## config.mk

```make
export PLATFORM = sky130hd
export DESIGN_NAME = fmtc_scan
export DESIGN_NICKNAME = d
export VERILOG_FILES = /design/src/rtl/fmtc_pkg.sv /design/src/rtl/fmtc_scan.sv
export SDC_FILE = /design/constraint.sdc
export NUM_CORES = 1
export LEC_CHECK = 0
export ABC_AREA = 0
export BUFFER_PORTS_ARGS = -buffer_cell sky130_fd_sc_hd__buf_2
export CORE_AREA = 2 2 224 226
export DETAILED_ROUTE_END_ITERATION = 8
export DIE_AREA = 0 0 226 228
export PLACE_DENSITY = 0.8
export SYNTH_ARGS = -nofsm -noshare
export SYNTH_HDL_FRONTEND = slang
export SYNTH_SLANG_ARGS = --single-unit
```

## constraint.sdc

```tcl
create_clock -name clk -period 6.9 [get_ports clk]
set_input_delay 1.38 -clock clk [delete_from_list [all_inputs] [get_ports clk]]
set_output_delay 1.38 -clock clk [all_outputs]
set_load 0.01 [all_outputs]
```

## src/rtl/fmtc_pkg.sv

```systemverilog
// Package: signature table, pattern constants and shared types for the file type classifier.
package fmtc_pkg;

	localparam int NUM_SIGS = 52;
	localparam int NUM_PATS = 10;
	localparam int HDR_LEN = 12;
	localparam int SIG_MAX_LEN = 16;
	localparam int POS_W = 16;
	localparam logic [POS_W-1:0] POS_MAX = 16'hFFFF;
	localparam int ZIP_SEARCH_BYTES_DEF = 8192;
	localparam int WEBM_SEARCH_BYTES_DEF = 64;
	localparam int HISTORY_DEPTH_DEF = 48;
	localparam int PAT_WEBM = 9;

	typedef struct packed {
		logic [16:0] off;
		logic [4:0] len;
		logic [6:0] conf;
		logic [5:0] ftype;
		logic [3:0] cat;
		logic [127:0] m; // byte k at [8k+7:8k]
	} sig_t;

	typedef struct packed {
		logic [5:0] ftype;
		logic [3:0] cat;
		logic [6:0] conf;
	} result_t;

	// Header snapshot, search flags, live signature mask and file length handed to the resolve stage
	typedef struct packed {
		logic [HDR_LEN*8-1:0] hdr;
		logic [NUM_PATS-1:0] seen;
		logic [NUM_SIGS-1:0] alive;
		logic [POS_W:0] flen;
	} scan_t;

	function automatic logic [127:0] mb(input logic [127:0] be, input int n);
		logic [127:0] r;
		r = '0;
		for (int k = 0; k < 16; k++)
			if (k < n) r[8*k +: 8] = be[8*(15-k) +: 8];
		return r;
	endfunction

	function automatic sig_t mk(input int off, input int len, input int conf,
			input int ft, input int cat, input logic [127:0] be);
		sig_t s;
		s.off = 17'(off);
		s.len = 5'(len);
		s.conf = 7'(conf);
		s.ftype = 6'(ft);
		s.cat = 4'(cat);
		s.m = mb(be, len);
		return s;
	endfunction

	function automatic sig_t sig(input int i);
		sig_t s;
		unique case (i)
			0: s = mk(0, 4, 95, 1, 1, 128'h25504446 << 96);
			1: s = mk(0, 5, 95, 2, 1, 128'h7B5C727466 << 88);
			2: s = mk(0, 8, 80, 3, 1, 128'hD0CF11E0A1B11AE1 << 64);
			3: s = mk(0, 4, 70, 4, 7, 128'h504B0304 << 96);
			4: s = mk(0, 3, 95, 5, 4, 128'hFFD8FF << 104);
			5: s = mk(0, 8, 95, 6, 4, 128'h89504E470D0A1A0A << 64);
			6: s = mk(0, 6, 95, 7, 4, 128'h474946383761 << 80);
			7: s = mk(0, 6, 95, 8, 4, 128'h474946383961 << 80);
			8: s = mk(0, 2, 85, 9, 4, 128'h424D << 112);
			9: s = mk(0, 4, 95, 10, 4, 128'h49492A00 << 96);
			10: s = mk(0, 4, 95, 10, 4, 128'h4D4D002A << 96);
			11: s = mk(0, 4, 60, 11, 0, 128'h52494646 << 96);
			12: s = mk(0, 4, 85, 12, 4, 128'h00000100 << 96);
			13: s = mk(0, 4, 95, 13, 4, 128'h38425053 << 96);
			14: s = mk(0, 3, 90, 14, 5, 128'h494433 << 104);
			15: s = mk(0, 2, 75, 14, 5, 128'hFFFB << 112);
			16: s = mk(0, 4, 95, 15, 5, 128'h664C6143 << 96);
			17: s = mk(0, 4, 90, 16, 5, 128'h4F676753 << 96);
			18: s = mk(0, 2, 75, 17, 5, 128'hFFF1 << 112);
			19: s = mk(0, 4, 85, 18, 6, 128'h1A45DFA3 << 96);
			20: s = mk(0, 4, 95, 19, 6, 128'h464C5601 << 96);
			21: s = mk(4, 4, 90, 20, 6, 128'h66747970 << 96);
			22: s = mk(0, 8, 95, 21, 7, 128'h526172211A070100 << 64);
			23: s = mk(0, 7, 95, 22, 7, 128'h526172211A0700 << 72);
			24: s = mk(0, 6, 95, 23, 7, 128'h377ABCAF271C << 80);
			25: s = mk(257, 5, 90, 24, 7, 128'h7573746172 << 88);
			26: s = mk(0, 2, 95, 25, 7, 128'h1F8B << 112);
			27: s = mk(0, 3, 95, 26, 7, 128'h425A68 << 104);
			28: s = mk(0, 6, 95, 27, 7, 128'hFD377A585A00 << 80);
			29: s = mk(0, 4, 95, 28, 7, 128'h28B52FFD << 96);
			30: s = mk(0, 2, 90, 29, 8, 128'h4D5A << 112);
			31: s = mk(0, 4, 95, 30, 8, 128'h7F454C46 << 96);
			32: s = mk(0, 4, 95, 31, 8, 128'hFEEDFACE << 96);
			33: s = mk(0, 4, 95, 32, 8, 128'hFEEDFACF << 96);
			34: s = mk(0, 4, 95, 33, 8, 128'hCEFAEDFE << 96);
			35: s = mk(0, 4, 95, 34, 8, 128'hCFFAEDFE << 96);
			36: s = mk(0, 4, 85, 35, 8, 128'hCAFEBABE << 96);
			37: s = mk(0, 2, 70, 36, 9, 128'h2321 << 112);
			38: s = mk(0, 16, 95, 37, 10, 128'h53514C69746520666F726D6174203300);
			39: s = mk(0, 16, 90, 38, 10, 128'h000100005374616E64617264204A6574);
			40: s = mk(0, 5, 80, 39, 11, 128'h0001000000 << 88);
			41: s = mk(0, 4, 95, 40, 11, 128'h4F54544F << 96);
			42: s = mk(0, 4, 95, 41, 11, 128'h774F4646 << 96);
			43: s = mk(0, 4, 95, 42, 11, 128'h774F4632 << 96);
			44: s = mk(0, 4, 95, 43, 12, 128'h41433130 << 96);
			45: s = mk(0, 4, 95, 44, 8, 128'h0061736D << 96);
			46: s = mk(0, 4, 95, 45, 7, 128'h04224D18 << 96);
			47: s = mk(0, 4, 80, 46, 8, 128'hCAFEBABE << 96);
			48: s = mk(32769, 5, 90, 47, 7, 128'h4344303031 << 88);
			49: s = mk(0, 8, 90, 48, 8, 128'h4C00000001140200 << 64);
			50: s = mk(0, 4, 80, 49, 4, 128'h0A050108 << 96);
			default: s = mk(0, 4, 95, 50, 5, 128'h4D546864 << 96);
		endcase
		return s;
	endfunction

	// Signatures that outrank signature i: higher confidence, then longer, then earlier
	function automatic logic [NUM_SIGS-1:0] beats_mask(input int i);
		logic [NUM_SIGS-1:0] r;
		sig_t a, b;
		r = '0;
		a = sig(i);
		for (int j = 0; j < NUM_SIGS; j++) begin
			b = sig(j);
			if (b.conf > a.conf || (b.conf == a.conf
					&& (b.len > a.len || (b.len == a.len && j < i))))
				r[j] = 1'b1;
		end
		return r;
	endfunction

	localparam int PAT_MAX = 47;

	function automatic int pat_len(input int i);
		unique case (i)
			0: return 5;
			1: return 3;
			2: return 4;
			3: return 9;
			4: return 11;
			5: return 8;
			6: return 39;
			7: return 46;
			8: return 47;
			default: return 4;
		endcase
	endfunction

	// Pattern text, right aligned: first character at byte pat_len-1, zero padded above
	function automatic logic [PAT_MAX*8-1:0] pat_str(input int i);
		unique case (i)
			0: return (PAT_MAX*8)'("word/");
			1: return (PAT_MAX*8)'("xl/");
			2: return (PAT_MAX*8)'("ppt/");
			3: return (PAT_MAX*8)'("META-INF/");
			4: return (PAT_MAX*8)'("classes.dex");
			5: return (PAT_MAX*8)'("mimetype");
			6: return (PAT_MAX*8)'("application/vnd.oasis.opendocument.text");
			7: return (PAT_MAX*8)'("application/vnd.oasis.opendocument.spreadsheet");
			8: return (PAT_MAX*8)'("application/vnd.oasis.opendocument.presentation");
			default: return (PAT_MAX*8)'("webm");
		endcase
	endfunction

endpackage

```

## src/rtl/fmtc_scan.sv

```systemverilog
// Scan stage: per-byte signature compare, header capture, history window and substring search.
module fmtc_scan #(
	parameter int ZIP_SEARCH_BYTES = fmtc_pkg::ZIP_SEARCH_BYTES_DEF,
	parameter int WEBM_SEARCH_BYTES = fmtc_pkg::WEBM_SEARCH_BYTES_DEF,
	parameter int HISTORY_DEPTH = fmtc_pkg::HISTORY_DEPTH_DEF
) (
	input logic clk,
	input logic arst_n,
	input logic take,
	input logic [7:0] byte_in,
	input logic last_in,
	output fmtc_pkg::scan_t scan
);
	localparam int PW = fmtc_pkg::POS_W;

	logic [PW-1:0] pos_q;
	logic [fmtc_pkg::NUM_SIGS-1:0] alive_q, alive_nx;
	logic [fmtc_pkg::HDR_LEN*8-1:0] hdr_q, hdr_nx;
	logic [HISTORY_DEPTH*8-1:0] hist_q, hist_nx; // byte 0 newest
	logic [fmtc_pkg::NUM_PATS-1:0] seen_q, seen_nx;

	always_comb begin
		fmtc_pkg::sig_t s;
		logic [16:0] rel;
		int m;
		logic eq;
		logic [fmtc_pkg::PAT_MAX*8-1:0] ps;
		alive_nx = alive_q;
		for (int i = 0; i < fmtc_pkg::NUM_SIGS; i++) begin
			s = fmtc_pkg::sig(i);
			rel = 17'(pos_q) - s.off;
			if ({1'b0, pos_q} >= s.off && rel < 17'(s.len)
					&& byte_in != s.m[8*rel[3:0] +: 8])
				alive_nx[i] = 1'b0;
		end
		hdr_nx = hdr_q;
		for (int j = 0; j < fmtc_pkg::HDR_LEN; j++)
			if (pos_q == PW'(j)) hdr_nx[8*j +: 8] = byte_in;
		hist_nx = {hist_q[(HISTORY_DEPTH-1)*8-1:0], byte_in};
		seen_nx = seen_q;
		for (int i = 0; i < fmtc_pkg::NUM_PATS; i++) begin
			m = fmtc_pkg::pat_len(i);
			ps = fmtc_pkg::pat_str(i);
			eq = (32'(pos_q) + 1 >= m) && (32'(pos_q) <
				((i == fmtc_pkg::PAT_WEBM) ? WEBM_SEARCH_BYTES : ZIP_SEARCH_BYTES));
			for (int k = 0; k < fmtc_pkg::PAT_MAX; k++)
				if (k < m && hist_nx[8*(m-1-k) +: 8] != ps[8*(m-1-k) +: 8]) eq = 1'b0;
			if (eq) seen_nx[i] = 1'b1;
		end
	end

	always_ff @(posedge clk or negedge arst_n) begin
		if (!arst_n) begin
			pos_q <= '0;
			alive_q <= '1;
			hdr_q <= '0;
			hist_q <= '0;
			seen_q <= '0;
		end else if (take) begin
			if (last_in) begin
				pos_q <= '0;
				alive_q <= '1;
				hdr_q <= '0;
				hist_q <= '0;
				seen_q <= '0;
			end else begin
				if (pos_q != fmtc_pkg::POS_MAX) pos_q <= pos_q + 1'b1;
				alive_q <= alive_nx;
				hdr_q <= hdr_nx;
				hist_q <= hist_nx;
				seen_q <= seen_nx;
			end
		end
	end

	assign scan.hdr = hdr_nx;
	assign scan.seen = seen_nx;
	assign scan.alive = alive_nx;
	assign scan.flen = {1'b0, pos_q} + 1'b1;
endmodule

```

==> summary by stage <==
Critical path
The capturing element type of the critical path is an output pin. The source of the critical timing path is pos_q[0]. The category of the worst setup path launch point is a flip-flop. The number of buffers and inverters on the critical path is 3.

The critical path ends at scan[52]. In this design, the largest share of critical-path delay is due to adder cells. The endpoint required time on the critical path is 5520 ps. In this run the register-to-register setup slack is 2930 ps.

The maximum net fanout on the critical path is 10. The worst register-to-register path ends at alive_q[34]. Traced cell by cell, the critical path runs through inv_1 > ha_1 > inv_1 > ha_1 > nor2b_1 > xor2_1 > a2111oi_0 > a21oi_1 > nor2b_1 > buf_2. The data arrival time of the critical path is 4530 ps.

The kind of critical path is flip-flop to output pin. The path length in cells of the critical path is 10. For this design, the slowest cell found on the critical path is a2111oi_0. The launch instance of the worst register-to-register path is pos_q[0]. The number of cells traversed by the worst register-to-register path is 10. On the worst path, the slowest cell contributes a delay of 640 ps.

Hold path
The worst hold path class is flip-flop to flip-flop.

STA
Setup repair after global routing left no endpoint under its margin. The final count of pins violating max slew came to 0. The number of endpoints with negative hold slack in the final report came to 0.

The worst path in the final design needs a cycle of 5907 ps, including I/O delays and setup. The slew at the pin with the worst max-slew slack is 1284 ps. Of the available clock period, the critical path in the final layout requires 0.8561.

Summed over all failing endpoints, the final setup total negative slack is 0 ps. The final number of setup-violating endpoints is 0. The worst pin sits at a relative slew slack of 0.1434.

On the final layout, the worst clock skew is 44.47 ps. The maximum achievable frequency is 169.3 MHz.

Routing
In the routed design, unresolved DRC markers number 0. The final routed wirelength across all metal layers is 100500 µm. In this run the remaining antenna-violating nets after routing total 0. The detail-routed via count per cell is 6.673.

The detail-routed net length per standard cell is 25.30 µm. The total number of vias is 26510. The detailed-routing iteration count for the pre-antenna-repair pass is 6.

The first routing iteration left 2903 violations.

Layout
The filler cell count is 3862. The repair_antennas step left the layout with diodes totalling 0. Once layout is complete, the utilization of the core stands at 0.6710.

The area added between synthesis and finish is 10.24%. Leaving out filler cells and counting taps, the final layout contains 3972. The library cell used most frequently in the layout, excluding fill and tap cells, is dfrtp_1.

The share of layout cells above drive strength 1 is 0.1488. After the last flow step, the layout net total stands at 3284. Leaving out fill and tap cells, the most frequent cells in the layout are dfrtp_1, nand2_1, o21ai_0.

Clock tree
The clock tree synthesis step divided the H-tree into 2 levels. The clock net sink count is 542. For the worst-skew pair, the clock arrives at the later sink with an insertion delay of 660 ps. The clock-pin slew of the registers on the worst-case setup and hold paths is 60 ps. Once the clock tree was built, the setup fixing pass inserted 0 buffers. The number of hold buffers added after CTS was 0. Counting along the longest clock path gives a buffer depth of 3. Clock tree synthesis selected as its root buffer the cell clkbuf_16. TritonCTS built the clock tree. In this run, post-CTS repair resized a total of 0 instances.

Counting the buffers created by CTS gives 55.

Pwr
Summed over all cells, the static leakage comes to 13.88 nW. The highest ir drop seen on vdd is 0.2205 mV. Dividing total power by cell area gives a power density of 234.1 nW/µm².

Yosys
The number of nets handed over by synthesis was 3291. The sequential area share after synthesis is 0.4537. The most used flip-flop cell after synthesis is dfrtp_1. The synthesized area per cell is 9.212 µm². The distinct cell type count after synthesis is 89. The summed instance area of the synthesized netlist is 30040 µm². Counting flops and latches in the post-synthesis netlist gives 542. Yosys mapped a number of flops with a built-in enable equal to 0. The gate count after technology mapping is 3261. The Yosys step of the flow raised 0 warnings. After synthesis, the share of flip-flops with an asynchronous set or reset is 1.000.

Die
The placeable core region is 49350 µm². The die is 226 µm wide. The initial utilization of the core area, before any placement, comes to 0.6087. 187 I/O pins were placed. The number of placement rows is 82. The die footprint is 51530 µm². The die is 228 µm tall.

Global route
The global router's overall resource usage is 0.3888. The number of antenna violations at the first check in global routing is 4. The wire length of the first global-routing pass is 155100 µm. The number of global-route vias before repair is 25980. The total grt overflow is 0. Entering global routing, the biggest net connects 273 pins.

Placed design
During placement, the flow inserted port buffers numbering 186. Routability-driven placement finished with a final weighted congestion of 1.052. The cell total after placement is 3869. The HPWL after detailed placement is 67790 µm.

Run status
The flow ran to the end, and the final reports show no timing, DRC or antenna violations.

Flow run
The number of maximum-capacitance violations is 0.
[how the worst min path moves through the flow]
| stage | endpoint | start | slack (ps) | depth (start not counted) |
|---|---|---|---|---|
| 4_1_cts | alive_q[24] | alive_q[24] | 480 | 2 |
| 2_1_floorplan | alive_q[41] | alive_q[41] | 440 | 2 |
| 6_report | alive_q[24] | alive_q[24] | 480 | 2 |
| 3_3_place_gp | alive_q[41] | alive_q[41] | 440 | 2 |
| 5_1_grt | alive_q[46] | alive_q[46] | 500 | 2 |
| 3_5_place_dp | alive_q[24] | alive_q[24] | 470 | 2 |
[metrics by stage]
step	area, µm²	power, mW	setup slack, ps	hold slack, ps
floorplan	30040	4.105	2142	436.0
global placement	31110	4.501	1420	444.9
detailed placement	31110	4.517	1404	467.6
CTS	33120	7.769	1105	476.5
global route	33120	8.003	795.7	497.9
finish	33120	7.753	992.6	477.5
[Yosys cell counts, types with 33 or more instances]
library cell  number  area share
a21oi_1           82       0.014
a22o_1           100       0.029
clkbuf_1         237       0.030
dfrtp_1          490        0.41
dfstp_2           52       0.045
inv_1            211       0.026
mux2_2            68       0.025
nand2_1          345       0.043
nand3_1           57      0.0095
nand3b_1         200       0.050
nand4_1           75       0.016
nor2_1            96       0.012
nor2b_1           33      0.0069
nor3_1            42      0.0070
nor4_1            71       0.015
nor4b_1           36       0.010
o21ai_0          284       0.047
o31ai_1          194       0.048
xnor2_1           71       0.021
xor2_1            43       0.013
[where the power goes]
| part | total, mW | internal, mW | leakage [nW] | switching (mW) |
|---|---|---|---|---|
| Clock | 3.26 | 1.92 | 0.976 | 1.35 |
| Combinational | 1.16 | 0.362 | 5.54 | 0.802 |
| Sequential | 3.33 | 3.27 | 7.36 | 0.0554 |
[worst register-to-register path, stage by stage (launching register included)]
cell	delay (ps)
dfrtp_1	340
inv_1	280
ha_1	490
inv_1	330
ha_1	590
nor2b_1	620
xor2_1	120
a2111oi_0	640
a21oi_1	150
nor2b_1	190
o22a_1	160
[cells by family after synthesis]
| family | Yosys count | share of synthesized area |
|---|---|---|
| buffers and inverters | 511 | 0.06564 |
| DFF | 542 | 0.4537 |
| xor gates and xnor gates | 114 | 0.03324 |
| adders and majority gates | 19 | 0.007872 |
| AOI/OAI and AO/OA | 839 | 0.1861 |
| muxes | 84 | 0.03228 |
| and+or+nand+nor | 1152 | 0.2212 |
[state kept, by name, summed over array words and instances, names as in the netlist]
signal,flops
alive_q,52
hist_q,368
seen_q,10
hdr_q,96
pos_q,16
[layer usage]
layer | GRT usage | vias up | routed length [µm]
li1 | - | 11740 | -
met1 | 0.4956 | 13240 | 39010
met2 | 0.6298 | 1199 | 48130
met3 | 0.05358 | 326 | 6524
met4 | 0.2378 | 6 | 6805
met5 | 0 | - | 38
[cell type report]
class,instances,area (µm²),area share
clock inverter,25,382.9,0.01156
inverter,213,807.0,0.02437
timing repair buffer,234,1384,0.04179
sequential,542,13630,0.4116
tap,672,840.8,0.02539
clock buffer,78,1624,0.04904
multi-input combinational,2208,14450,0.4362
Note: power is estimated with default switching activity, not from simulation.
